$ cat src/rtl/multichannel_wave_synth_mixer_top_macros.svh
// ----------------------------------------------------------------------------
// Assertion macros for the wave synthesizer mixer
// Shared concurrent assertion forms, compiled out when NO_ASSERTIONS is set.
// ----------------------------------------------------------------------------
`ifndef MULTICHANNEL_WAVE_SYNTH_MIXER_TOP_MACROS_SVH
`define MULTICHANNEL_WAVE_SYNTH_MIXER_TOP_MACROS_SVH

`ifndef NO_ASSERTIONS
`define MWSM_ASSERT_IMPLIES(lbl, clk, rst_n, ante, cons) \
    lbl: assert property (@(posedge clk) disable iff (!rst_n) (ante) |-> (cons)) \
        else $error("mwsm assertion failed");
`define MWSM_ASSERT_NEXT(lbl, clk, rst_n, ante, cons) \
    lbl: assert property (@(posedge clk) disable iff (!rst_n) (ante) |=> (cons)) \
        else $error("mwsm assertion failed");
`else
`define MWSM_ASSERT_IMPLIES(lbl, clk, rst_n, ante, cons)
`define MWSM_ASSERT_NEXT(lbl, clk, rst_n, ante, cons)
`endif

`endif

$ cat src/rtl/mwsm_pkg.sv
// ----------------------------------------------------------------------------
// Wave synthesizer mixer package
// Field widths, waveform codes, phase increment and sine tables.
// ----------------------------------------------------------------------------
package mwsm_pkg;

    localparam int NUM_CHANNELS    = 8;
    localparam int ROOT_OCTAVE     = 4;
    localparam int SAMPLE_RATE_HZ  = 8000;
    localparam int PHASE_FRAC_BITS = 24;
    localparam int SINE_TABLE_BITS = 10;

    localparam int IDX_W   = 20;
    localparam int CHAN_W  = 3;
    localparam int AMP_W   = 16;
    localparam int WAVE_W  = 16;
    localparam int SEL_W   = 3;
    localparam int SUM_W   = 20;
    localparam int MIX_W   = 16;
    localparam int PCM_W   = 8;
    localparam int Q15     = 15;
    localparam int PROD_W  = AMP_W + WAVE_W;
    localparam int SPROD_W = PROD_W - Q15;
    localparam int PH2_W   = PHASE_FRAC_BITS + 1;
    localparam int QB      = SINE_TABLE_BITS - 2;
    localparam int QTR     = 1 << QB;
    localparam int MIX_DIV = 2 * NUM_CHANNELS;
    localparam int MIX_MAX = (1 << (MIX_W - 1)) - 1;
    localparam int MIX_MIN = -(1 << (MIX_W - 1));

    localparam logic [SEL_W-1:0] WAVE_SINE   = 3'd0;
    localparam logic [SEL_W-1:0] WAVE_SQUARE = 3'd1;
    localparam logic [SEL_W-1:0] WAVE_SAW    = 3'd2;
    localparam logic [SEL_W-1:0] WAVE_RAMP   = 3'd3;
    localparam logic [SEL_W-1:0] WAVE_ORGAN  = 3'd4;

    typedef struct packed {
        logic busy;
        logic done;
    } t_mul_sts;

    typedef logic [15:0] t_sine_tbl [0:QTR];
    typedef logic [PH2_W-1:0] t_step_tbl [0:NUM_CHANNELS-1];
    typedef longint unsigned t_semi_tbl [0:11];

    localparam t_semi_tbl SEMITONE_Q20 = '{
        64'd1048576, 64'd1110928, 64'd1176987, 64'd1246974, 64'd1321123, 64'd1399681,
        64'd1482911, 64'd1571089, 64'd1664511, 64'd1763488, 64'd1868350, 64'd1979448
    };

    function automatic t_sine_tbl build_sine();
        t_sine_tbl       tbl;
        longint unsigned x;
        longint unsigned x2;
        longint unsigned r;
        longint unsigned y;
        for (int i = 0; i <= QTR; i++) begin
            x  = longint'(i) << (30 - QB);
            x2 = (x * x) >> 30;
            r  = 64'd172272;
            r  = 64'd5026996 - ((r * x2) >> 30);
            r  = 64'd85569306 - ((r * x2) >> 30);
            r  = 64'd693598668 - ((r * x2) >> 30);
            r  = 64'd1686629713 - ((r * x2) >> 30);
            y  = (x * r) >> 30;
            y  = (y + 64'd16384) >> 15;
            tbl[i] = (y > 64'd32767) ? 16'd32767 : y[15:0];
        end
        return tbl;
    endfunction

    function automatic t_step_tbl build_steps();
        t_step_tbl       tbl;
        longint unsigned num;
        longint unsigned stp;
        int              s;
        int              e;
        for (int c = 0; c < NUM_CHANNELS; c++) begin
            s   = ROOT_OCTAVE * 12 + c;
            e   = s / 12 + PHASE_FRAC_BITS;
            num = 64'd55 * SEMITONE_Q20[s % 12];
            if (e >= 21) begin
                num = num << (e - 21);
                stp = (num + longint'(SAMPLE_RATE_HZ / 2)) / SAMPLE_RATE_HZ;
            end else begin
                stp = (num + ((longint'(SAMPLE_RATE_HZ) << (21 - e)) >> 1))
                      / SAMPLE_RATE_HZ;
                stp = stp >> (21 - e);
            end
            tbl[c] = stp[PH2_W-1:0];
        end
        return tbl;
    endfunction

    localparam t_sine_tbl SINE_TBL = build_sine();
    localparam t_step_tbl STEP_TBL = build_steps();

endpackage

$ cat src/rtl/mwsm_amp_mul.sv
// ----------------------------------------------------------------------------
// Amplitude multiplier
// Bit-serial signed product of amplitude and waveform value.
// ----------------------------------------------------------------------------
module mwsm_amp_mul import mwsm_pkg::*; (
    input  logic                     i_clk,
    input  logic                     i_rst_n,
    input  logic                     i_start,
    input  logic signed [AMP_W-1:0]  i_mplier,
    input  logic signed [WAVE_W-1:0] i_mcand,
    output t_mul_sts                 o_sts,
    output logic signed [PROD_W-1:0] o_prod
);

    localparam int CNT_W = $clog2(AMP_W);

    logic                     r_busy;
    logic                     r_done;
    logic [CNT_W-1:0]         r_cnt;
    logic [AMP_W-1:0]         r_mplier;
    logic signed [PROD_W-1:0] r_mcand;
    logic signed [PROD_W-1:0] r_acc;

    always_ff @(posedge i_clk) begin
        if (!i_rst_n) begin
            r_busy <= 1'b0;
            r_done <= 1'b0;
        end else begin
            r_done <= 1'b0;
            if (i_start) begin
                r_busy <= 1'b1;
            end else if (r_busy && (r_cnt == CNT_W'(AMP_W - 1))) begin
                r_busy <= 1'b0;
                r_done <= 1'b1;
            end
        end
    end

    // The top multiplier bit carries negative weight.
    always_ff @(posedge i_clk) begin
        if (i_start) begin
            r_cnt    <= '0;
            r_mplier <= i_mplier;
            r_mcand  <= PROD_W'(i_mcand);
            r_acc    <= '0;
        end else if (r_busy) begin
            r_cnt    <= r_cnt + CNT_W'(1);
            r_mplier <= r_mplier >> 1;
            r_mcand  <= r_mcand <<< 1;
            if (r_mplier[0]) begin
                if (r_cnt == CNT_W'(AMP_W - 1)) begin
                    r_acc <= r_acc - r_mcand;
                end else begin
                    r_acc <= r_acc + r_mcand;
                end
            end
        end
    end

    assign o_sts.busy = r_busy;
    assign o_sts.done = r_done;
    assign o_prod     = r_acc;

endmodule

$ cat config.mk
export PLATFORM = sky130hd
export DESIGN_NAME = mwsm_amp_mul
export DESIGN_NICKNAME = d
export VERILOG_FILES = /design/src/rtl/multichannel_wave_synth_mixer_top_macros.svh /design/src/rtl/mwsm_pkg.sv /design/src/rtl/mwsm_amp_mul.sv
export SDC_FILE = /design/constraint.sdc
export NUM_CORES = 1
export LEC_CHECK = 0
export BUFFER_PORTS_ARGS = -buffer_cell sky130_fd_sc_hd__buf_2
export CAP_MARGIN = 20
export CORE_ASPECT_RATIO = 1.2
export CORE_MARGIN = 2
export CORE_UTILIZATION = 63
export CTS_CLUSTER_DIAMETER = 200
export DETAILED_ROUTE_END_ITERATION = 8
export PLACE_DENSITY = 0.85
export SLEW_MARGIN = 20
export SYNTH_ARGS = -nofsm -noshare
export SYNTH_HDL_FRONTEND = slang
export SYNTH_SLANG_ARGS = --single-unit
export TNS_END_PERCENT = 30
$ cat constraint.sdc
create_clock -name i_clk -period 7.5 [get_ports i_clk]
set_input_delay 0.75 -clock i_clk [delete_from_list [all_inputs] [get_ports i_clk]]
set_output_delay 0.75 -clock i_clk [all_outputs]
set_load 0.03 [all_outputs]
Word-level counts from Yosys, hierarchy flattened. Cells that the tools add are included.

Reduce and logical (&&, ||, !) cells: 5. Bitwise operators: 1. Mux-type cells: 8. Equality and inequality tests: 1. Add/sub/neg operators: 3.

Operators with widths (count): two-way mux 32 bit (3); adder 32 bit (1); two-way mux 16 bit (2); subtractor 32 bit (1); adder 4 x 1 -> 4 bit, second input constant (1); == test 4 bit, second input constant (1); nonzero test 2 bit (2); two-way mux 1 bit (3); AND reduction 2 bit (1); OR reduction 2 bit (1); logical AND 1 bit (1); NOT 1 bit (1).

Output and inout bits: 34. Logic and storage cells: 24. Bits of input ports: 35. Register bits: 86.

Longest topological paths before layout. Gate-level depths: netlist (run 1).

Depth in word-level cells: 4. Gate-level depth with buffers: 19. Gate-level depth less buffers: 19.

Worst setup path after synthesis (run 1). Ideal clock, no wire load.

Path kind: reg2reg. Start: register r_mcand[5]. End: register r_acc[30] (netlist: o_prod[30]). Period minus slack after synthesis: 4.053 ns. Path slack: 3.447 ns. Path buffers: 0. Required time: 7.383 ns. Arrival: 3.936 ns. Cell stages (with the launch flop): 17. Path through: edfxtp_1 nor4_2 nand3_1 or2_2 or3_1 nor2_1 nand3_1 o21ai_0 xnor2_1 ha_1 and3_1 a221oi_1 nor2b_1 a211o_1 a311oi_2 xnor2_1 a22o_1.

Word-level cells in the longest chain between the ends: 2. Elaborated cells between the ends (all ways): 3. Classes of those cells: add/sub (2); mux (1).

Ends and longest elaborated chain: start: declaration (RTL line mwsm_amp_mul.sv:21) `logic signed [PROD_W-1:0] r_mcand;`; start signal: assignment (RTL line mwsm_amp_mul.sv:44) `r_mcand <= PROD_W'(i_mcand);`; start signal: assignment (RTL line mwsm_amp_mul.sv:49) `r_mcand <= r_mcand <<< 1;`; adder 32 bit or subtractor 32 bit (tied branches) (RTL line mwsm_amp_mul.sv:54, mwsm_amp_mul.sv:52); two-way mux 32 bit (*) (RTL line mwsm_amp_mul.sv:51) `if (r_cnt == CNT_W'(AMP_W - 1)) begin`; end signal: assignment (RTL line mwsm_amp_mul.sv:52) `r_acc <= r_acc - r_mcand;`; end signal: assignment (RTL line mwsm_amp_mul.sv:54) `r_acc <= r_acc + r_mcand;`; end: declaration (RTL line mwsm_amp_mul.sv:22) `logic signed [PROD_W-1:0] r_acc;`.

Mark *: on every way between the ends. The rest lies on a longest branch, timed or not. A chain may end at the register's enable or synchronous reset.

Worst setup path in the final report (run 1).
Start: register r_mcand[4]. End: register r_acc[30] (netlist: o_prod[30]).

Same word-level chain as after synthesis.

==> results of run 1 <==
## kinds of logic after synthesis
kind of cell	after synthesis
XOR/XNOR	57
adder cells (fa/ha/maj)	34
flip-flops	86
multiplexers	30
AND/OR/NAND/NOR	147
buffers and inverters	50
AO/OA/AOI/OAI	155
## area by class of cell
type | instances | area (µm²) | area share (%)
Multi-Input combinational cell | 423 | 2940 | 49.7
Sequential cell | 86 | 2200 | 37.2
Timing Repair Buffer | 71 | 363 | 6.13
Tap cell | 114 | 143 | 2.41
Clock buffer | 9 | 124 | 2.09
Inverter | 25 | 93.8 | 1.59
Clock inverter | 7 | 48.8 | 0.825
## through the flow
stage                     setup slack [ns]  power [µW]  std cells  hold WS [ns]  cell area [µm²]
final                                 2.85        1210        735         0.478             5920
after floorplan                       3.45         841        559         0.488             5340
after detailed placement              2.92         921        719         0.467             5740
after global placement                3.10         906        719         0.458             5740
after global routing                  2.45        1270        735         0.496             5920
after CTS                             2.88        1220        735         0.480             5920
## critical path, cell delays in order, from the launching register on
cell and delay (ns):
edfxtp_1 0.46, nor4_2 0.42, nand3_1 0.16, or2_2 0.33, or3_1 0.38, nor2_1 0.31
nand3_1 0.22, o21ai_0 0.25, xnor2_1 0.15, ha_1 0.29, and3_1 0.21, a221oi_1 0.32
nor2b_1 0.09, a211o_1 0.34, a311oi_2 0.28, xnor2_1 0.10, a22o_1 0.22
## synthesized netlist by cell type (all sizes together), types with 3 or more instances
library cell | n | area [µm²]
and2 | 4 | 25.0
edfxtp | 48 | 1440
or2 | 3 | 18.8
nand2b | 5 | 31.3
o41ai | 3 | 26.3
nand4 | 5 | 31.3
dfxtp | 38 | 761
ha | 33 | 413
nand3 | 11 | 55.1
o31ai | 5 | 37.5
clkbuf | 21 | 78.8
o21bai | 5 | 37.5
a21o | 18 | 135
and3 | 5 | 31.3
a21oi | 52 | 260
nor3 | 3 | 15.0
a211oi | 4 | 35.0
a31oi | 10 | 62.6
mux2 | 28 | 315
nand2 | 60 | 225
buf | 4 | 22.5
xnor2 | 40 | 350
o21ai | 36 | 180
a211o | 4 | 35.0
nor2b | 4 | 25.0
xor2 | 17 | 149
nor4 | 3 | 40.0
inv | 25 | 93.8
a22o | 6 | 52.6
nor2 | 34 | 128
## path summary, 6_finish.rpt
path / from / endpoint / slack, ns / cells past startpoint
max: r_mcand[4] / o_prod[30] / 2.85 / 16
min: o_prod[18] / o_prod[18] / 0.48 / 2
max reg2reg: r_mcand[4] / o_prod[30] / 2.85 / 16
min reg2reg: o_prod[18] / o_prod[18] / 0.48 / 2
## routing by layer
metal,GRT usage (%),share of wire [%]
met5,0,0
met4,12.1,3.1
met3,5.85,6.0
met2,41.2,48
met1,35.7,43
## registers in the layout, summed over array words and instances (netlist names)
register and count:
o_prod 32, r_busy 1, r_cnt 4, r_done 1, r_mcand 32, r_mplier 16
## power by group through the flow
stage / Combinational (µW) / Clock [µW] / Sequential [µW]
after floorplan: 231 / 0 / 610
after global placement: 317 / 0 / 589
after detailed placement: 328 / 0 / 593
after CTS: 332 / 302 / 582
after global routing: 370 / 317 / 588
final: 336 / 296 / 582
==> out/qor.yml, run 1 <==
run_status:
  run_status: "completed"
cells_and_area:
  fin_util_pct: 72.2
  nFillCells: 618
  area_growth_pct: 10.9
  layout_commonest_cell: "buf_2"
  final_nets: 685
  drive_gt1_share_pct: 19.6
  antenna_cells: 0
  layout_common_cells: "buf_2 (68), nand2_1 (60), a21oi_1 (52)"
pwr:
  p_sw_share_pct: 33.7
  vdd_drop_max_uv: 179
  power_frac_comb_pct: 27.6
  intPower_uw: 805
  switchingPower_uw: 409
  pwr-share-clk_pct: 24.4
  powerDensity_nw_per_um2: 205
  share_seq_of_total_power_pct: 48.0
  p_leak_uw: 0.00259
floorplanning:
  num_rows: 36
  io_pins: 69
  dieArea_um2: 9230
  initial_core_util_pct: 65.1
  die_h_um: 105
  core-area_um2: 8200
  die_w_um: 88.0
sta:
  finalHoldViolations: 0
  max_freq_mhz: 215
  setup_tns_ns: 0
  worst_pin_slew_ns: 0.895
  drv_slew: 0
  rsz0062_at_grt: "no"
  final-setup-viol-count: 0
  fin_skew_ns: 0.0130
  post-route-min-period_ns: 4.65
  post-route-period-util_pct: 62.0
  slew_headroom_pct: 40.3
setup_path:
  crit_path_max_fanout: 5
  critical_path_class: "reg2reg"
  crit_arrival_ns: 4.91
  critPathCaptureType: "flop"
  cp-start-kind: "flop"
  worstPathRequired_ns: 7.77
cts:
  htree_levels: 3
  cts_buffers: 9
  post-cts-setup-buffers: 0
  cts_max_path_buffers: 2
  clkTransAtPathRegs_ns: 0.09
  clkSinkCount: 86
  cts_tree: "yes"
  cts_resized: 0
  cts_root_buf: "clkbuf_8"
  cts-hold-fix-buffers: 0
  clk_latency_ns: 0.37
logic_synthesis:
  synth_edf_count: 48
  synth_top_family_by_area: "compound AO/OA/AOI/OAI gates"
  syn_area_um2: 5340
  synth_mux_area_share_pct: 6.28
  synth_nets: 628
  ys_types: 52
  avgSynthCellArea_um2: 9.55
  ys.warnings.count: 0
  ys_seq_area_share_pct: 41.2
  async_reset_ff_share_pct: 0
  synth_flop_cell: "edfxtp_1"
  syn-instance-count: 559
  synth_compound_area_share_pct: 18.2
  synth-simple-area-share_pct: 13.1
  ys_ff_latch: 86
  synth_xor_area_share_pct: 9.35
  synthAdderAreaFrac_pct: 8.11
global_route:
  grtUsageTotal_pct: 26.7
  grt_max_degree: 90
  grt_pass1_vias: 4244
  grt_pass1_wl_um: 19500
  grt_antenna_before_repair: 0
  grt_overflow: 0
place:
  routabilityCongestion: 0.909
  hpwl_um: 8410
  port_buffers: 68
detailed_routing:
  dr.pass1.iters: 5
  ant_nets: 0
  vias: 4424
  drtIter0Drc: 223
  postRouteWirelength_um: 11800
  vias_per_cell: 6.02
  avgRoutedWirePerCell_um: 16.0
  drc_errors: 0
job:
  cap_violations: 0
min_path:
  worstHoldPathType: "reg2reg"
Note: power is estimated with default switching activity, not from simulation.
==> run 2, diff against run 1 <==
--- a/config.mk
+++ b/config.mk
@@ -9,10 +9,10 @@
 export CAP_MARGIN = 20
 export CORE_ASPECT_RATIO = 1.2
 export CORE_MARGIN = 2
-export CORE_UTILIZATION = 63
+export CORE_UTILIZATION = 59
 export CTS_CLUSTER_DIAMETER = 200
 export DETAILED_ROUTE_END_ITERATION = 8
-export PLACE_DENSITY = 0.85
+export PLACE_DENSITY = 0.8
 export SLEW_MARGIN = 20
 export SYNTH_ARGS = -nofsm -noshare
 export SYNTH_HDL_FRONTEND = slang
==> constraint.sdc (replaced) <==
create_clock -name i_clk -period 4.65 [get_ports i_clk]
set_input_delay 0.465 -clock i_clk [delete_from_list [all_inputs] [get_ports i_clk]]
set_output_delay 0.465 -clock i_clk [all_outputs]
set_load 0.03 [all_outputs]
==> run 2 against run 1 <==
  * Non-clock buffer count rose by 3
  * Clock-buffer cell count did not move
  * Total power rose by 66%
  * Sequential cell count did not move
  * Setup slack got worse by 2.6 ns
  * Die area rose by 6.5%
  * Clock skew barely moved
  * First-iteration DRC count rose by 36%
  * Cell area rose by 1.2%
  * Routed wire length fell by 2.8%
  * Register-to-register slack got worse by 2.6 ns
==> out/qor.yml, run 2 (same netlist as run 1, synthesis figures left out) <==
run_status:
  run_status: "completed"  # unchanged
sta:
  post-route-period-util_pct: 93.7  # was 62.0%
  hold_ws_ns: 0.316  # was 0.478 ns
  max_freq_mhz: 229  # was 215 MHz
  finalHoldViolations: 0  # unchanged
  post-route-min-period_ns: 4.36  # was 4.65 ns
  final-setup-viol-count: 0  # unchanged
  drv_slew: 0  # unchanged
  rsz0062_at_grt: "yes"  # was no
  fin_skew_ns: 0.0127  # was 0.0130 ns
  setup_slack_ns: 0.291  # was 2.85 ns
  slew_headroom_pct: 46.9  # was 40.3%
  worst_pin_slew_ns: 0.796  # was 0.895 ns
floorplanning:
  initial_core_util_pct: 59.7  # was 65.1%
  core-area_um2: 8940  # was 8200 µm²
  io_pins: 69  # unchanged
  num_rows: 38  # was 36
  die_w_um: 90.8  # was 88.0 µm
  dieArea_um2: 9830  # was 9230 µm²
  die_h_um: 108  # was 105 µm
detailed_routing:
  dr.pass1.iters: 5  # unchanged
  ant_nets: 0  # unchanged
  drc_errors: 0  # unchanged
  vias_per_cell: 5.75  # was 6.02
  avgRoutedWirePerCell_um: 15.4  # was 16.0 µm
  postRouteWirelength_um: 11400  # was 11800 µm
  drtIter0Drc: 303  # was 223
  vias: 4278  # was 4424
setup_path:
  worstPathRequired_ns: 4.91  # was 7.77 ns
  crit_arrival_ns: 4.62  # was 4.91 ns
  critPathCaptureType: "flop"  # unchanged
  cp-start-kind: "flop"  # unchanged
  crit_path_max_fanout: 5  # unchanged
  critical_path_class: "reg2reg"  # unchanged
pwr:
  intPower_uw: 1360  # was 805 µW
  switchingPower_uw: 655  # was 409 µW
  power_frac_comb_pct: 26.8  # was 27.6%
  vdd_drop_max_uv: 216  # was 179 µV
  pwr-share-clk_pct: 26.4  # was 24.4%
  p_sw_share_pct: 32.6  # was 33.7%
  share_seq_of_total_power_pct: 46.8  # was 48.0%
  powerDensity_nw_per_um2: 336  # was 205 nW/µm²
  total_power_uw: 2010  # was 1210 µW
  p_leak_uw: 0.00263  # was 0.00259 µW
cells_and_area:
  area_growth_pct: 12.2  # was 10.9%
  drive_gt1_share_pct: 20.5  # was 19.6%
  layout_common_cells: "buf_2 (68), nand2_1 (60), a21oi_1 (52)"  # unchanged
  final_area_um2: 5990  # was 5920 µm²
  final_cells: 744  # was 735
  antenna_cells: 0  # unchanged
  nFillCells: 758  # was 618
  layout_commonest_cell: "buf_2"  # unchanged
  final_nets: 688  # was 685
min_path:
  worstHoldPathType: "in2reg"  # was reg2reg
global_route:
  grt_pass1_wl_um: 19000  # was 19500 µm
  grt_overflow: 0  # unchanged
  grt_pass1_vias: 4128  # was 4244
  grtUsageTotal_pct: 24.1  # was 26.7%
  grt_max_degree: 50  # was 90
  grt_antenna_before_repair: 1  # was 0
cts:
  clkTransAtPathRegs_ns: 0.09  # about the same
  cts_buffers: 9  # unchanged
  clkSinkCount: 86  # unchanged
  cts_max_path_buffers: 2  # unchanged
  cts_root_buf: "clkbuf_8"  # unchanged
  cts_tree: "yes"  # unchanged
  htree_levels: 3  # unchanged
  cts-hold-fix-buffers: 0  # unchanged
  clk_latency_ns: 0.37  # about the same
place:
  pre_cts_ws_ns: 0.131  # was 2.92 ns
  port_buffers: 68  # unchanged
  dp.cells: 727  # was 719
  routabilityCongestion: 0.956  # was 0.909
  placed_area_um2: 5770  # was 5740 µm²
  hpwl_um: 8330  # was 8410 µm
job:
  cap_violations: 0  # unchanged
[run 2: area by class of cell]
cell class	instances	area (µm²)	area share [%]
well taps	120	150	2.51
inverters	25	93.8	1.57
clock buffers	9	124	2.07
clock inverters	7	70.1	1.17
repair buffers	74	385	6.44
multi-input cells	423	2960	49.5
flip-flops and latches	86	2200	36.8
[run 2: final timing paths]
kind           endpoint  slack (ns)  cells past startpoint  startpoint
max reg2reg  o_prod[31]        0.29                     17  r_mcand[5]
min              r_busy        0.32                      3     i_rst_n
max          o_prod[31]        0.29                     17  r_mcand[5]
min reg2reg  o_prod[12]        0.48                      2  o_prod[12]
[run 2: power groups by stage]
stage / clock network, µW / logic (µW) / registers (µW)
after global routing: 565 / 592 / 951
after detailed placement: 0 / 528 / 957
after global placement: 0 / 513 / 951
after CTS: 544 / 532 / 939
after floorplan: 0 / 372 / 984
final: 531 / 539 / 940
[run 2: timing repair]
action,4_1_cts,5_1_grt
resized for setup,0,4
endpoints found under the setup margin,0,7
buffers inserted,0,1
[run 2: metrics by stage]
stage / utilization (%) / setup TNS (ns)
2_1_floorplan: - / 0
3_3_place_gp: 64.5 / 0
3_5_place_dp: 64.5 / 0
4_1_cts: 66.7 / 0
5_1_grt: 67.0 / -0.0109
6_report: 67.0 / 0
[run 2: worst max-delay path, cell delays in order, from the launching register on]
cell	delay, ns
edfxtp_1	0.47
nor4_4	0.37
nand3_1	0.14
or2_2	0.31
or3_1	0.38
nor2_2	0.21
a41oi_1	0.17
xnor2_1	0.15
ha_1	0.33
a21o_1	0.18
a21o_1	0.17
a21oi_1	0.15
o21ai_0	0.10
a21oi_1	0.34
o21ai_0	0.20
a21oi_1	0.14
nand3b_1	0.12
mux2_2	0.33
[run 2: per-layer routing]
layer  routed length, µm  global-route usage (%)
met1                5100                    31.0
met2                5460                    39.9
met3                 650                    4.11
met4                 233                    11.3
met5                   0                       0
