<file path="src/rtl/multichannel_wave_synth_mixer_top_macros.svh">
// ----------------------------------------------------------------------------
// Assertion macros for the wave synthesizer mixer
// Shared concurrent assertion forms, compiled out when NO_ASSERTIONS is set.
// ----------------------------------------------------------------------------
`ifndef MULTICHANNEL_WAVE_SYNTH_MIXER_TOP_MACROS_SVH
`define MULTICHANNEL_WAVE_SYNTH_MIXER_TOP_MACROS_SVH

`ifndef NO_ASSERTIONS
`define MWSM_ASSERT_IMPLIES(lbl, clk, rst_n, ante, cons) \
    lbl: assert property (@(posedge clk) disable iff (!rst_n) (ante) |-> (cons)) \
        else $error("mwsm assertion failed");
`define MWSM_ASSERT_NEXT(lbl, clk, rst_n, ante, cons) \
    lbl: assert property (@(posedge clk) disable iff (!rst_n) (ante) |=> (cons)) \
        else $error("mwsm assertion failed");
`else
`define MWSM_ASSERT_IMPLIES(lbl, clk, rst_n, ante, cons)
`define MWSM_ASSERT_NEXT(lbl, clk, rst_n, ante, cons)
`endif

`endif

</file>
<file path="src/rtl/mwsm_pkg.sv">
// ----------------------------------------------------------------------------
// Wave synthesizer mixer package
// Field widths, waveform codes, phase increment and sine tables.
// ----------------------------------------------------------------------------
package mwsm_pkg;

    localparam int NUM_CHANNELS    = 8;
    localparam int ROOT_OCTAVE     = 4;
    localparam int SAMPLE_RATE_HZ  = 8000;
    localparam int PHASE_FRAC_BITS = 24;
    localparam int SINE_TABLE_BITS = 10;

    localparam int IDX_W   = 20;
    localparam int CHAN_W  = 3;
    localparam int AMP_W   = 16;
    localparam int WAVE_W  = 16;
    localparam int SEL_W   = 3;
    localparam int SUM_W   = 20;
    localparam int MIX_W   = 16;
    localparam int PCM_W   = 8;
    localparam int Q15     = 15;
    localparam int PROD_W  = AMP_W + WAVE_W;
    localparam int SPROD_W = PROD_W - Q15;
    localparam int PH2_W   = PHASE_FRAC_BITS + 1;
    localparam int QB      = SINE_TABLE_BITS - 2;
    localparam int QTR     = 1 << QB;
    localparam int MIX_DIV = 2 * NUM_CHANNELS;
    localparam int MIX_MAX = (1 << (MIX_W - 1)) - 1;
    localparam int MIX_MIN = -(1 << (MIX_W - 1));

    localparam logic [SEL_W-1:0] WAVE_SINE   = 3'd0;
    localparam logic [SEL_W-1:0] WAVE_SQUARE = 3'd1;
    localparam logic [SEL_W-1:0] WAVE_SAW    = 3'd2;
    localparam logic [SEL_W-1:0] WAVE_RAMP   = 3'd3;
    localparam logic [SEL_W-1:0] WAVE_ORGAN  = 3'd4;

    typedef struct packed {
        logic busy;
        logic done;
    } t_mul_sts;

    typedef logic [15:0] t_sine_tbl [0:QTR];
    typedef logic [PH2_W-1:0] t_step_tbl [0:NUM_CHANNELS-1];
    typedef longint unsigned t_semi_tbl [0:11];

    localparam t_semi_tbl SEMITONE_Q20 = '{
        64'd1048576, 64'd1110928, 64'd1176987, 64'd1246974, 64'd1321123, 64'd1399681,
        64'd1482911, 64'd1571089, 64'd1664511, 64'd1763488, 64'd1868350, 64'd1979448
    };

    function automatic t_sine_tbl build_sine();
        t_sine_tbl       tbl;
        longint unsigned x;
        longint unsigned x2;
        longint unsigned r;
        longint unsigned y;
        for (int i = 0; i <= QTR; i++) begin
            x  = longint'(i) << (30 - QB);
            x2 = (x * x) >> 30;
            r  = 64'd172272;
            r  = 64'd5026996 - ((r * x2) >> 30);
            r  = 64'd85569306 - ((r * x2) >> 30);
            r  = 64'd693598668 - ((r * x2) >> 30);
            r  = 64'd1686629713 - ((r * x2) >> 30);
            y  = (x * r) >> 30;
            y  = (y + 64'd16384) >> 15;
            tbl[i] = (y > 64'd32767) ? 16'd32767 : y[15:0];
        end
        return tbl;
    endfunction

    function automatic t_step_tbl build_steps();
        t_step_tbl       tbl;
        longint unsigned num;
        longint unsigned stp;
        int              s;
        int              e;
        for (int c = 0; c < NUM_CHANNELS; c++) begin
            s   = ROOT_OCTAVE * 12 + c;
            e   = s / 12 + PHASE_FRAC_BITS;
            num = 64'd55 * SEMITONE_Q20[s % 12];
            if (e >= 21) begin
                num = num << (e - 21);
                stp = (num + longint'(SAMPLE_RATE_HZ / 2)) / SAMPLE_RATE_HZ;
            end else begin
                stp = (num + ((longint'(SAMPLE_RATE_HZ) << (21 - e)) >> 1))
                      / SAMPLE_RATE_HZ;
                stp = stp >> (21 - e);
            end
            tbl[c] = stp[PH2_W-1:0];
        end
        return tbl;
    endfunction

    localparam t_sine_tbl SINE_TBL = build_sine();
    localparam t_step_tbl STEP_TBL = build_steps();

endpackage

</file>
<file path="src/rtl/mwsm_phase_mul.sv">
// ----------------------------------------------------------------------------
// Phase multiplier
// Bit-serial sample index times phase increment, modulo two turns.
// ----------------------------------------------------------------------------
module mwsm_phase_mul import mwsm_pkg::*; (
    input  logic             i_clk,
    input  logic             i_rst_n,
    input  logic             i_start,
    input  logic [IDX_W-1:0] i_mplier,
    input  logic [PH2_W-1:0] i_mcand,
    output t_mul_sts         o_sts,
    output logic [PH2_W-1:0] o_prod
);

    localparam int CNT_W = $clog2(IDX_W);

    logic             r_busy;
    logic             r_done;
    logic [CNT_W-1:0] r_cnt;
    logic [IDX_W-1:0] r_mplier;
    logic [PH2_W-1:0] r_mcand;
    logic [PH2_W-1:0] r_acc;

    always_ff @(posedge i_clk) begin
        if (!i_rst_n) begin
            r_busy <= 1'b0;
            r_done <= 1'b0;
        end else begin
            r_done <= 1'b0;
            if (i_start) begin
                r_busy <= 1'b1;
            end else if (r_busy && (r_cnt == CNT_W'(IDX_W - 1))) begin
                r_busy <= 1'b0;
                r_done <= 1'b1;
            end
        end
    end

    always_ff @(posedge i_clk) begin
        if (i_start) begin
            r_cnt    <= '0;
            r_mplier <= i_mplier;
            r_mcand  <= i_mcand;
            r_acc    <= '0;
        end else if (r_busy) begin
            r_cnt    <= r_cnt + CNT_W'(1);
            r_mplier <= r_mplier >> 1;
            r_mcand  <= r_mcand << 1;
            if (r_mplier[0]) begin
                r_acc <= r_acc + r_mcand;
            end
        end
    end

    assign o_sts.busy = r_busy;
    assign o_sts.done = r_done;
    assign o_prod     = r_acc;

endmodule

</file>
<file path="config.mk">
export PLATFORM = sky130hd
export DESIGN_NAME = mwsm_phase_mul
export DESIGN_NICKNAME = d
export VERILOG_FILES = /design/src/rtl/multichannel_wave_synth_mixer_top_macros.svh /design/src/rtl/mwsm_pkg.sv /design/src/rtl/mwsm_phase_mul.sv
export SDC_FILE = /design/constraint.sdc
export NUM_CORES = 1
export LEC_CHECK = 0
export BUFFER_PORTS_ARGS = -buffer_cell sky130_fd_sc_hd__buf_2
export CELL_PAD_IN_SITES_DETAIL_PLACEMENT = 1
export CELL_PAD_IN_SITES_GLOBAL_PLACEMENT = 2
export CORE_MARGIN = 2
export CORE_UTILIZATION = 39
export CTS_CLUSTER_SIZE = 40
export DETAILED_ROUTE_END_ITERATION = 10
export PLACE_DENSITY_LB_ADDON = 0.25
export SKIP_LAST_GASP = 1
export SLEW_MARGIN = 15
export SYNTH_ARGS = -nofsm -noshare
export SYNTH_HDL_FRONTEND = slang
export SYNTH_SLANG_ARGS = --single-unit
export TNS_END_PERCENT = 1
</file>
<file path="constraint.sdc">
create_clock -name i_clk -period 4.65 [get_ports i_clk]
set_input_delay 0.93 -clock i_clk [delete_from_list [all_inputs] [get_ports i_clk]]
set_output_delay 0.93 -clock i_clk [all_outputs]
set_load 0.05 [all_outputs]
</file>
# ---- After elaboration in Yosys (flattened, before gate mapping)
# Index checks and enable logic that the tools add are counted.
# Widths: inputs -> output; s select.
dict set report totals {
  regBits 77
  input_bits 48
  elab_cells 22
}
dict set report op_classes {
  addsub 2
  eq_ne 1
  mux 7
  n_bitwise 1
  n_reduce_logical 5
}
# op n
set ops {}
lappend ops {{$mux 25} 2}
lappend ops {{$mux 20} 2}
lappend ops {{$add 25x25->25} 1}
lappend ops {{$add 5x1->5 const B} 1}
lappend ops {{$eq 5x5->1 const B} 1}
lappend ops {{$reduce_bool 2->1} 2}
lappend ops {{$mux 1} 3}
lappend ops {{$reduce_and 2->1} 1}
lappend ops {{$reduce_or 2->1} 1}
lappend ops {{$logic_and 1x1->1} 1}
lappend ops {{$not 1->1} 1}

# ---- Longest topological paths before layout
# Gate-level depths: netlist (run 1).
dict set report depth {
  ltp_word 4
  ltp_mapped 9
}

# ---- Worst setup path before layout (run 1)
# Ideal clock, no wire load.
dict set report synth_timing {
  path_type {register -> register}
  start {reg r_acc[0], in the netlist o_prod[0]}
  end {reg r_acc[24], in the netlist o_prod[24]}
  setup_time_ns 0.123
  arrival_ns 2.666
  required_time_ns 4.527
  setup_slack_ns 1.861
  path_stages_with_launch 10
  path_buffers 0
  period_less_slack_ns 2.789
  cell_sequence {dfxtp_1 -> ha_1 -> fa_1 -> a21oi_2 -> or3_1 -> a31o_4 -> o21ai_4 -> a41oi_2 -> a211oi_2 -> mux2_1}
}
dict set report synth_via {
  elab_chain_cells 1
}
# item line
set synth_lines {}
lappend synth_lines {{start: declaration} mwsm_phase_mul.sv:22} ;# logic [PH2_W-1:0] r_acc;
lappend synth_lines {{start signal: assignment} mwsm_phase_mul.sv:50} ;# r_acc <= r_acc + r_mcand;
lappend synth_lines {{$add 25x25->25} mwsm_phase_mul.sv:50}
# Every way passes these cells.
# A chain may end at the register's enable or synchronous reset.

# ---- Final worst setup path (run 1)
# Same ends and word-level chain as after synthesis.

==> PnR_summary.wiki, run 1 <==
{| class="wikitable"
! Metric !! Value
|-
| Areal power density over the cells || 359 nW/um^2
|-
| Async SR Flop Fraction || 0%
|-
| GRT Total Usage || 17.8%
|-
| Result of the run || complete, no violations
|-
| Internal reg-to-reg setup slack || 2020 ps
|-
| Maximum number of pins on one net before global-route repair || 49
|-
| Transition time of the tightest slew-check pin || 955 ps
|-
| Primary FF master, synth || sky130_fd_sc_hd__edfxtp_1
|-
| Maximum achievable frequency || 0.381 GHz
|-
| Placer Congestion || 0.791
|-
| Total clock sinks || 77
|-
| Final Hold Fails || 0
|-
| Clk Tree Root Cell || sky130_fd_sc_hd__clkbuf_8
|-
| Net count after synthesis || 461
|-
| Standard-cell row count || 38
|-
| Detailed-route wire length per cell || 16.3 um
|-
| Final setup viols || 0
|-
| Total number of H-tree levels || 3
|-
| Latest clock arrival within the worst-skew pair || 360 ps
|-
| Setup crit start kind || register
|-
| Min-Delay Path Class || register to register
|-
| Period utilization || 56.5%
|-
| Fillers || 1234
|-
| DRC errors left || 0
|-
| Number of vias in the routed layout || 3200
|-
| Total power draw || 1770 uW
|-
| Multi-input gate area in the final layout || 2160 sq um
|-
| Count of yosys warnings during synthesis || 0
|-
| Buffers added on ports || 74
|-
| Congestion Overflow GR || 0
|-
| Clock period minus final worst setup slack || 2630 ps
|-
| Post-CTS sizing || 0
|-
| Area occupied by registers || 1990 sq um
|-
| Initial core utilization || 39.5%
|-
| EDFF count, synth || 45
|-
| Iteration-0 DRC count of the detailed router || 62
|-
| Worst slew margin relative to its limit || 36.3%
|-
| Standby leakage power || 0.00208 uW
|-
| Minimum setup slack after placement || 1720 ps
|-
| Worst endpoint data arrival time || 2870 ps
|-
| Post-synthesis instance area || 4240 sq um
|-
| Hold-fix buffers, CTS || 0
|-
| CTS tree || yes
|-
| Wire length of the first global-routing pass || 16200 um
|-
| Total die area || 11700 sq um
|-
| MaxCap Viol Count || 0
|-
| Area growth from synthesis to layout || 16.2%
|-
| Placed Area || 4730 sq um
|-
| Avg Synthesized Cell Area || 11.0 sq um
|-
| Clock Skews || 9.37 ps
|-
| Initial antenna violation count || 0
|-
| Placeable core region || 10700 sq um
|-
| Drt first pass iters || 4
|-
| Top fanout value on the critical path || 5
|-
| Cts bufs inserted || 9
|-
| Longest Clk Path Bufs || 2
|-
| Count of pins over their slew limit || 0
|-
| Width of the chip || 108 um
|-
| Portion of the post-synthesis area used by sequential elements || 46.9%
|-
| Flip-flop and latch count after synthesis || 77
|-
| VDD IR-drop max || 0.249 mV
|-
| Total half-perimeter wirelength after legalization and detailed placement || 7110 um
|-
| Final design instance area without fill || 4930 sq um
|-
| Setup repair after global routing missed its margin || no
|-
| Number of nets in the finished design || 531
|-
| ANT nets after route || 0
|-
| Die height || 108 um
|-
| Clock slew at the register clock pins of the worst setup and hold paths || 80 ps
|-
| Final worst slack || 2020 ps
|-
| Post-CTS repair timing setup buffer count || 0
|-
| Category of the critical setup timing path || register to register
|-
| Setup TNS || 0 ps
|-
| Gate Count Post-Synth || 387
|-
| Ratio of cells with drive above 1 in the final layout || 31.4%
|-
| Final wirelength || 9780 um
|-
| Number of diodes added for antenna fixing || 0
|-
| Vias per inst || 5.32
|-
| Data required time of the critical path || 4900 ps
|-
| Io pins || 75
|-
| Number of distinct standard cells referenced by the synthesized netlist || 53
|-
| Kind of capture point of the worst setup path || register
|-
| Vias in the first global route || 3374
|}
[report_power, final]
| part | total [uW] | switching (uW) | internal [uW] |
|---|---|---|---|
| logic | 416 | 254 | 163 |
| clock network | 518 | 269 | 250 |
| registers | 833 | 38.7 | 794 |
[cells in the final DEF (no fill, tap or decap), types with 6 or more instances in the layout]
cell type                  synthesis  layout
sky130_fd_sc_hd__xor2_1           13      13
sky130_fd_sc_hd__dfxtp_1          32      32
sky130_fd_sc_hd__ha_1             25      25
sky130_fd_sc_hd__mux2_2           43      43
sky130_fd_sc_hd__inv_1             7       7
sky130_fd_sc_hd__a21oi_1          30      30
sky130_fd_sc_hd__nand2_1          35      35
sky130_fd_sc_hd__nand3_1           8       8
sky130_fd_sc_hd__xnor2_1           7       7
sky130_fd_sc_hd__o21ai_0          11      11
sky130_fd_sc_hd__and2_1            6       6
sky130_fd_sc_hd__nor2_1           19      19
sky130_fd_sc_hd__edfxtp_1         45      45
sky130_fd_sc_hd__clkbuf_8          0       9
sky130_fd_sc_hd__buf_2             0      74
sky130_fd_sc_hd__a21o_1           11      11
[cells in the mapped netlist (all sizes together), types with 2 or more instances]
library cell  instances  area (sq um)
edfxtp               45          1350
mux2                 44           495
nand2                35           131
dfxtp                32           641
a21oi                31           159
ha                   25           313
nor2                 19          71.3
o21ai                16          91.3
xor2                 13           114
a21o                 11          82.6
clkbuf               10          37.5
nand3                 8          40.0
a211oi                7          62.6
inv                   7          26.3
xnor2                 7          61.3
and2                  6          37.5
buf                   6          30.0
a31oi                 5          31.3
and3                  5          31.3
nor3                  5          25.0
a31o                  4          43.8
nand3b                4          30.0
o21a                  4          30.0
or3                   4          25.0
a311oi                3          26.3
nand4                 3          18.8
nor2b                 3          18.8
a311o                 2          20.0
and4                  2          17.5
nand2b                2          12.5
nor4                  2          12.5
o211ai                2          15.0
or2                   2          12.5
[routing by layer]
metal / up-vias / global-route usage [%] / share of wire [%]
met4: 0 / 6.04 / 1.4
met3: 9 / 3.62 / 3.4
met5: - / 0 / 0
met1: 1559 / 22.2 / 47
met2: 46 / 30.8 / 48
li1: 1586 / - / -
[worst max-delay path, stage by stage (launching register included)]
cell	delay, ps
sky130_fd_sc_hd__dfxtp_1	370
sky130_fd_sc_hd__ha_1	200
sky130_fd_sc_hd__fa_1	240
sky130_fd_sc_hd__a21oi_2	90
sky130_fd_sc_hd__or3_1	410
sky130_fd_sc_hd__a31o_4	280
sky130_fd_sc_hd__o21ai_4	220
sky130_fd_sc_hd__a41oi_2	160
sky130_fd_sc_hd__a211oi_2	220
sky130_fd_sc_hd__mux2_1	330
[through the flow]
stage                     instances  hold WS, ps  utilization [%]
after global routing            602          497             45.9
after floorplan                 387          480                -
after global placement          586          458             44.0
final                           602          473             45.9
after CTS                       602          478             45.8
after detailed placement        586          466             44.0
[layout make-up]
class / instances / share of cell area (%)
flip-flops and latches: 77 / 40.4
well taps: 140 / 3.55
clock buffers: 9 / 2.51
inverters: 7 / 0.533
repair buffers: 75 / 7.67
multi-input cells: 287 / 43.8
clock inverters: 7 / 1.50
[cell families (layout without fill, tap and decap cells)]
family / count (synthesis) / in the layout / synth area share, %
AO/OA/AOI/OAI: 94 / 94 / 15.2
flip-flops: 77 / 77 / 46.9
XOR/XNOR: 20 / 20 / 4.13
adder cells (fa/ha/maj): 26 / 26 / 7.84
AND/OR/NAND/NOR: 102 / 102 / 11.8
multiplexers: 45 / 45 / 11.9
buffers and inverters: 23 / 98 / 2.21
[flip-flops by register name, summed over array words and instances, names as in the netlist]
signal    cells
o_prod       25
r_cnt         5
r_mcand      25
r_done        1
r_mplier     20
r_busy        1
[worst paths after layout]
check,endpoint,startpoint,cells past startpoint
hold / removal,o_prod[11],o_prod[11],2
setup / recovery,o_prod[24],o_prod[0],9
setup reg to reg,o_prod[24],o_prod[0],9
hold reg to reg,o_prod[11],o_prod[11],2
No activity file was read; power rests on OpenSTA's default activity.
==> run 2, diff against run 1 <==
--- a/config.mk
+++ b/config.mk
@@ -5,11 +5,12 @@
 export SDC_FILE = /design/constraint.sdc
 export NUM_CORES = 1
 export LEC_CHECK = 0
+export ABC_AREA = 1
 export BUFFER_PORTS_ARGS = -buffer_cell sky130_fd_sc_hd__buf_2
 export CELL_PAD_IN_SITES_DETAIL_PLACEMENT = 1
 export CELL_PAD_IN_SITES_GLOBAL_PLACEMENT = 2
 export CORE_MARGIN = 2
-export CORE_UTILIZATION = 39
+export CORE_UTILIZATION = 32
 export CTS_CLUSTER_SIZE = 40
 export DETAILED_ROUTE_END_ITERATION = 10
 export PLACE_DENSITY_LB_ADDON = 0.25
==> constraint.sdc (replaced) <==
create_clock -name i_clk -period 2.6 [get_ports i_clk]
set_input_delay 0.52 -clock i_clk [delete_from_list [all_inputs] [get_ports i_clk]]
set_output_delay 0.52 -clock i_clk [all_outputs]
set_load 0.05 [all_outputs]
==> PnR_summary.wiki, run 2 <==
{| class="wikitable"
! Metric !! Value
|-
| Count of pins over their slew limit || 0
|-
| Drt first pass iters || 4
|-
| Placeable core region || 15100 sq um
|-
| Period utilization || 78.4%
|-
| Worst endpoint data arrival time || 2290 ps
|-
| Clk Tree Root Cell || sky130_fd_sc_hd__clkbuf_16
|-
| Post-CTS sizing || 0
|-
| Kind of cell with the highest combined delay on the critical path || simple AND/OR/NAND/NOR gates
|-
| Congestion Overflow GR || 0
|-
| Clock Skews || 5.90 ps
|-
| Worst path slowest cell || sky130_fd_sc_hd__fa_1
|-
| Worst hold slack after final layout || 390 ps
|-
| ANT nets after route || 0
|-
| Latest clock arrival within the worst-skew pair || 350 ps
|-
| Total half-perimeter wirelength after legalization and detailed placement || 11000 um
|-
| Minimum setup slack after placement || 545 ps
|-
| Vias in the first global route || 4813
|-
| Result of the run || complete, no violations
|-
| Buffers added on ports || 74
|-
| Cell Int Power || 2380 uW
|-
| Reported net switching power || 1240 uW
|-
| Met2 wirelength from detailed routing || 6980 um
|-
| Io pins || 75
|-
| Standard-cell row count || 45
|-
| Post-CTS repair timing setup buffer count || 0
|-
| Area growth from synthesis to layout || 17.3%
|-
| Category of the critical setup timing path || register to register
|-
| Min-Delay Path Class || input pin to register
|-
| Most frequently used cell type in the post-synthesis netlist || sky130_fd_sc_hd__nand2_1
|-
| Areal power density over the cells || 622 nW/um^2
|-
| Cts bufs inserted || 9
|-
| GRT Total Usage || 18.5%
|-
| Initial core utilization || 32.7%
|-
| DRT met1 WL || 6880 um
|-
| Number of standard cells in the layout, taps in and fillers out || 1000
|-
| Clock period minus final worst setup slack || 2040 ps
|-
| Avg Synthesized Cell Area || 6.74 sq um
|-
| Final worst slack || 563 ps
|-
| Number of nets in the finished design || 881
|-
| Flip-flop and latch count after synthesis || 77
|-
| MaxCap Viol Count || 0
|-
| Top cells by area, synth || sky130_fd_sc_hd__edfxtp_1 27%, sky130_fd_sc_hd__nand2_1 23%, sky130_fd_sc_hd__dfxtp_1 13%
|-
| CP bufs+invs || 1
|-
| Number of diodes added for antenna fixing || 0
|-
| Fillers || 1956
|-
| Post-synthesis instance area || 4960 sq um
|-
| Setup TNS || 0 ps
|-
| Kind of capture point of the worst setup path || register
|-
| Vias per inst || 4.68
|-
| VDD IR-drop max || 0.309 mV
|-
| Synth top cells by count || 307 x sky130_fd_sc_hd__nand2_1, 109 x sky130_fd_sc_hd__inv_1, 83 x sky130_fd_sc_hd__nor2_1
|-
| Switching share of power || 34.4%
|-
| Slowest stage delay, CP || 440 ps
|-
| Top fanout value on the critical path || 3
|-
| Clock network power share || 34.2%
|-
| Most area-hungry cell type in the Yosys netlist || sky130_fd_sc_hd__edfxtp_1
|-
| Series of cell instances along the critical path || ha_1 > fa_1 > nand2_1 > nand2_1 > and2_1 > nand3b_1 > nand3_1 > nand2_1 > nand3_1 > nand2_1 > inv_1
|-
| Gate Count Post-Synth || 736
|-
| Portion of total power attributed to combinational logic || 24.8%
|-
| Async SR Flop Fraction || 0%
|-
| Highest metal layer used by the detailed router || met4
|-
| Standby leakage power || 0.00319 uW
|-
| Most used cells in the layout excluding fill and tap cells || 306 x sky130_fd_sc_hd__nand2_1, 109 x sky130_fd_sc_hd__inv_1, 83 x sky130_fd_sc_hd__nor2_1
|-
| Maximum number of pins on one net before global-route repair || 67
|-
| Part of the power in registers || 41.0%
|-
| Commonest non-fill, non-tap cell in the layout || sky130_fd_sc_hd__nand2_1
|-
| Final wirelength || 14500 um
|-
| Setup crit start kind || register
|-
| Detailed-route wire length per cell || 14.5 um
|-
| DRC errors left || 0
|-
| Longest Clk Path Bufs || 2
|-
| Primary FF master, synth || sky130_fd_sc_hd__edfxtp_1
|-
| Number of distinct standard cells referenced by the synthesized netlist || 31
|-
| Initial antenna violation count || 0
|-
| Maximum achievable frequency || 0.491 GHz
|-
| Net count after synthesis || 810
|-
| Hold-fix buffers, CTS || 0
|-
| Number of placed instances with taps included || 984
|-
| Clock slew at the register clock pins of the worst setup and hold paths || 70 ps
|-
| EDFF count, synth || 45
|-
| Width of the chip || 128 um
|-
| CTS tree || yes
|-
| Setup repair after global routing missed its margin || no
|-
| Die height || 128 um
|-
| Placer Congestion || 0.888
|-
| Wire length of the first global-routing pass || 23900 um
|-
| Iteration-0 DRC count of the detailed router || 188
|-
| Ratio of cells with drive above 1 in the final layout || 13.2%
|-
| Met3 Routed Length || 454 um
|-
| Final setup viols || 0
|-
| Transition time of the tightest slew-check pin || 705 ps
|-
| Top cell type's share of synthesized area || 27.3%
|-
| Count of yosys warnings during synthesis || 0
|-
| Total clock sinks || 77
|-
| Number of vias in the routed layout || 4684
|-
| Worst slew margin relative to its limit || 53.0%
|-
| Portion of the post-synthesis area used by sequential elements || 40.2%
|-
| Total die area || 16500 sq um
|-
| Final Hold Fails || 0
|-
| Total number of H-tree levels || 3
|-
| Data required time of the critical path || 2850 ps
|-
| Top cell by count, worst path || sky130_fd_sc_hd__nand2_1
|-
| Internal reg-to-reg setup slack || 560 ps
|}
-- run 2: changes by cell type in the layout (fill, tap and decap cells not counted), sizes merged, moves of 5 or more --
cell    before  now
nand4        3    9
and3         5    0
xnor2        7    2
nand2       35  313
a21oi       31   17
a21o        11    4
a211oi       7    0
nor2        19   88
mux2        44    0
nand3        8   38
xor2        13    6
inv          8  110
-- run 2: worst paths after layout --
kind         cells past startpoint        start           to
max reg2reg                     11   r_mcand[0]   o_prod[20]
min                              3      i_rst_n       r_done
max                             11   r_mcand[0]   o_prod[20]
min reg2reg                      2  r_mplier[1]  r_mplier[0]
-- run 2: routing by layer --
layer | global-route usage [%] | vias up
met5 | 0 | -
met2 | 31.5 | 64
met1 | 23.9 | 2192
met4 | 6.40 | 0
li1 | - | 2416
met3 | 3.04 | 12
-- run 2: tightest hold or removal path: stages --
cell	delay, ps
sky130_fd_sc_hd__buf_2	100
sky130_fd_sc_hd__inv_1	40
sky130_fd_sc_hd__nor2_1	40
-- run 2: through the flow --
stage / power [uW] / cell area [sq um] / util (%)
after floorplan: 2140 / 4960 / -
after global placement: 2400 / 5530 / 36.5
after detailed placement: 2420 / 5530 / 36.5
after CTS: 3670 / 5820 / 38.4
after global routing: 3840 / 5820 / 38.4
final: 3620 / 5820 / 38.4
-- run 2: layout make-up --
type                       instances  area [sq um]  share of cell area (%)
sequential                        77          1990                    34.2
tap                              188           235                    4.04
clock buffer                      10           239                    4.11
clock inverter                     6          47.5                   0.817
multi-input combinational        530          2460                    42.3
inverter                         111           417                    7.16
timing repair buffer              78           425                    7.31
-- run 2: power by group through the flow --
stage	sequential (uW)	clock, uW	combinational [uW]
final	1490	1240	896
after global routing	1500	1320	1020
after CTS	1490	1270	913
after detailed placement	1510	0	907
after global placement	1510	0	887
after floorplan	1600	0	541
-- run 2: cell families after synthesis --
kind of cell               after synthesis  share of synthesized area (%)
DFF                                     77                           40.2
adders and majority gates               26                           6.71
buffers and inverters                  129                           10.2
xor gates and xnor gates                 8                           1.41
AOI/OAI and AO/OA                       38                           4.06
and+or+nand+nor                        458                           37.4
==> run 3, diff against run 2 <==
==> constraint.sdc (replaced) <==
create_clock -name i_clk -period 2 [get_ports i_clk]
set_input_delay 0.4 -clock i_clk [delete_from_list [all_inputs] [get_ports i_clk]]
set_output_delay 0.4 -clock i_clk [all_outputs]
set_load 0.05 [all_outputs]
==> PnR_summary.wiki, run 3 (synthesis gave the netlist of run 2 again) <==
{| class="wikitable"
! Metric !! Value
|-
| Maximum achievable frequency || 0.530 GHz
|-
| Initial core utilization || 32.7%
|-
| First element of the critical path || r_mcand[13]
|-
| MaxCap Viol Count || 0
|-
| VDD IR-drop max || 0.390 mV
|-
| Areal power density over the cells || 828 nW/um^2
|-
| Top cell by count, worst path || sky130_fd_sc_hd__nand2_1
|-
| DRC errors left || 0
|-
| Number of diodes added for antenna fixing || 0
|-
| Detailed-route wire length per cell || 14.5 um
|-
| Most used cells in the layout excluding fill and tap cells || 304 x sky130_fd_sc_hd__nand2_1, 109 x sky130_fd_sc_hd__inv_1, 80 x sky130_fd_sc_hd__nor2_1
|-
| Kind of capture point of the worst setup path || register
|-
| Placeable core region || 15100 sq um
|-
| Setup repair after global routing missed its margin || yes
|-
| Internal reg-to-reg setup slack || 110 ps
|-
| Critical register-to-register path startpoint || r_mcand[13]
|-
| Total number of H-tree levels || 3
|-
| Longest Clk Path Bufs || 2
|-
| Area growth from synthesis to layout || 22.9%
|-
| Buffers added on ports || 74
|-
| Latest clock arrival within the worst-skew pair || 350 ps
|-
| ANT nets after route || 0
|-
| Worst slew margin relative to its limit || 52.1%
|-
| Total half-perimeter wirelength after legalization and detailed placement || 10900 um
|-
| Clock slew at the register clock pins of the worst setup and hold paths || 70 ps
|-
| Setup crit start kind || register
|-
| Slowest stage delay, CP || 420 ps
|-
| CP bufs+invs || 1
|-
| Number of nets in the finished design || 893
|-
| Crit. path cell count || 10
|-
| Standby leakage power || 0.00326 uW
|-
| Drt first pass iters || 4
|-
| Count of pins over their slew limit || 0
|-
| Total die area || 16500 sq um
|-
| Cts bufs inserted || 9
|-
| Clk Tree Root Cell || sky130_fd_sc_hd__clkbuf_16
|-
| CTS tree || yes
|-
| Wire length of the first global-routing pass || 23900 um
|-
| Worst Reg2Reg Path Length in Cells || 10
|-
| Kind of cell with the highest combined delay on the critical path || simple AND/OR/NAND/NOR gates
|-
| Standard-cell row count || 45
|-
| Iteration-0 DRC count of the detailed router || 169
|-
| Ratio of cells with drive above 1 in the final layout || 17.5%
|-
| Total clock sinks || 77
|-
| Clock period minus final worst setup slack || 1890 ps
|-
| Vias per inst || 4.73
|-
| Worst hold slack after final layout || 266 ps
|-
| Min-Delay Path Class || input pin to register
|-
| Critical path capture point || o_prod[17]
|-
| Final Hold Fails || 0
|-
| Reg-to-reg endpoint || o_prod[17]
|-
| Io pins || 75
|-
| Worst path slowest cell || sky130_fd_sc_hd__edfxtp_1
|-
| Congestion Overflow GR || 0
|-
| Maximum number of pins on one net before global-route repair || 67
|-
| Vias in the first global route || 5036
|-
| Commonest non-fill, non-tap cell in the layout || sky130_fd_sc_hd__nand2_1
|-
| Worst endpoint data arrival time || 2130 ps
|-
| Final Core Density || 40.2%
|-
| Series of cell instances along the critical path || ha_2 > nand2_1 > nor2_2 > inv_1 > nor3_1 > nand2_1 > nand3_1 > nand2_1 > nor2_1 > nor2_1
|-
| Top fanout value on the critical path || 5
|-
| Final setup viols || 0
|-
| Initial antenna violation count || 0
|-
| Hold-fix buffers, CTS || 0
|-
| Period utilization || 94.3%
|-
| Width of the chip || 128 um
|-
| Transition time of the tightest slew-check pin || 719 ps
|-
| Result of the run || complete, no violations
|-
| Placer Congestion || 0.851
|-
| Beginning of the worst hold path || i_rst_n
|-
| Die height || 128 um
|-
| GRT Total Usage || 18.5%
|-
| Clock Skews || 5.87 ps
|-
| Final wirelength || 14600 um
|-
| Category of the critical setup timing path || register to register
|-
| Data required time of the critical path || 2250 ps
|-
| Number of vias in the routed layout || 4783
|}
## run 3: changes by cell type in the layout (fill, tap and decap cells not counted), moves of 3 or more
cell / change
sky130_fd_sc_hd__ha_1: -14
sky130_fd_sc_hd__buf_4: +13
sky130_fd_sc_hd__ha_2: +7
sky130_fd_sc_hd__ha_4: +7
sky130_fd_sc_hd__nor2_1: -3
## run 3: per-layer routing
layer | up-vias | global-route usage (%) | routed length, um
met3 | 24 | 3.53 | 453
li1 | 2433 | - | -
met1 | 2252 | 21.9 | 6690
met4 | 0 | 7.69 | 321
met5 | - | 0 | 0
met2 | 74 | 33.0 | 7170
## run 3: stage by stage
stage          std cells  power [uW]  cell area [sq um]  setup slack, ps  setup TNS (ps)
3_3_place_gp         995        3120               5600             38.0               0
5_1_grt             1012        5340               6090            -32.5            -171
4_1_cts             1011        5040               5940             34.1               0
2_1_floorplan        736        2780               4960             35.0               0
6_report            1012        5050               6090              114               0
3_5_place_dp         995        3160               5600             13.2               0
## run 3: how the worst min path moves through the flow
stage / to / slack, ps / depth (start not counted)
floorplan: r_cnt[4] / 470 / 2
global placement: r_cnt[4] / 480 / 2
detailed placement: r_cnt[4] / 500 / 2
CTS: r_done / 260 / 3
global route: r_done / 280 / 3
finish: r_done / 270 / 3
## run 3: area by class of cell
cell class	count	area, sq um
timing repair buffer	90	503
multi-input combinational	530	2610
tap	188	235
inverter	111	417
clock buffer	10	239
sequential	77	1990
clock inverter	6	93.8
fill	1969	9050
## run 3: report_power, final
group / total, uW / internal [uW] / switching (uW)
logic: 1240 / 425 / 816
clock network: 1860 / 1140 / 722
registers: 1950 / 1850 / 101
total: 5050 / 3410 / 1640
## run 3: tightest hold or removal path: cells and delay by family
kind	cells	cell delay (ps)
buf+inv	2	140
simple gates	1	30
## run 3: what timing repair did
action | CTS | global route
setup endpoints to repair | 1 | 17
gates resized for setup | 1 | 30
buffers inserted | 0 | 1
pin swaps | 1 | 0
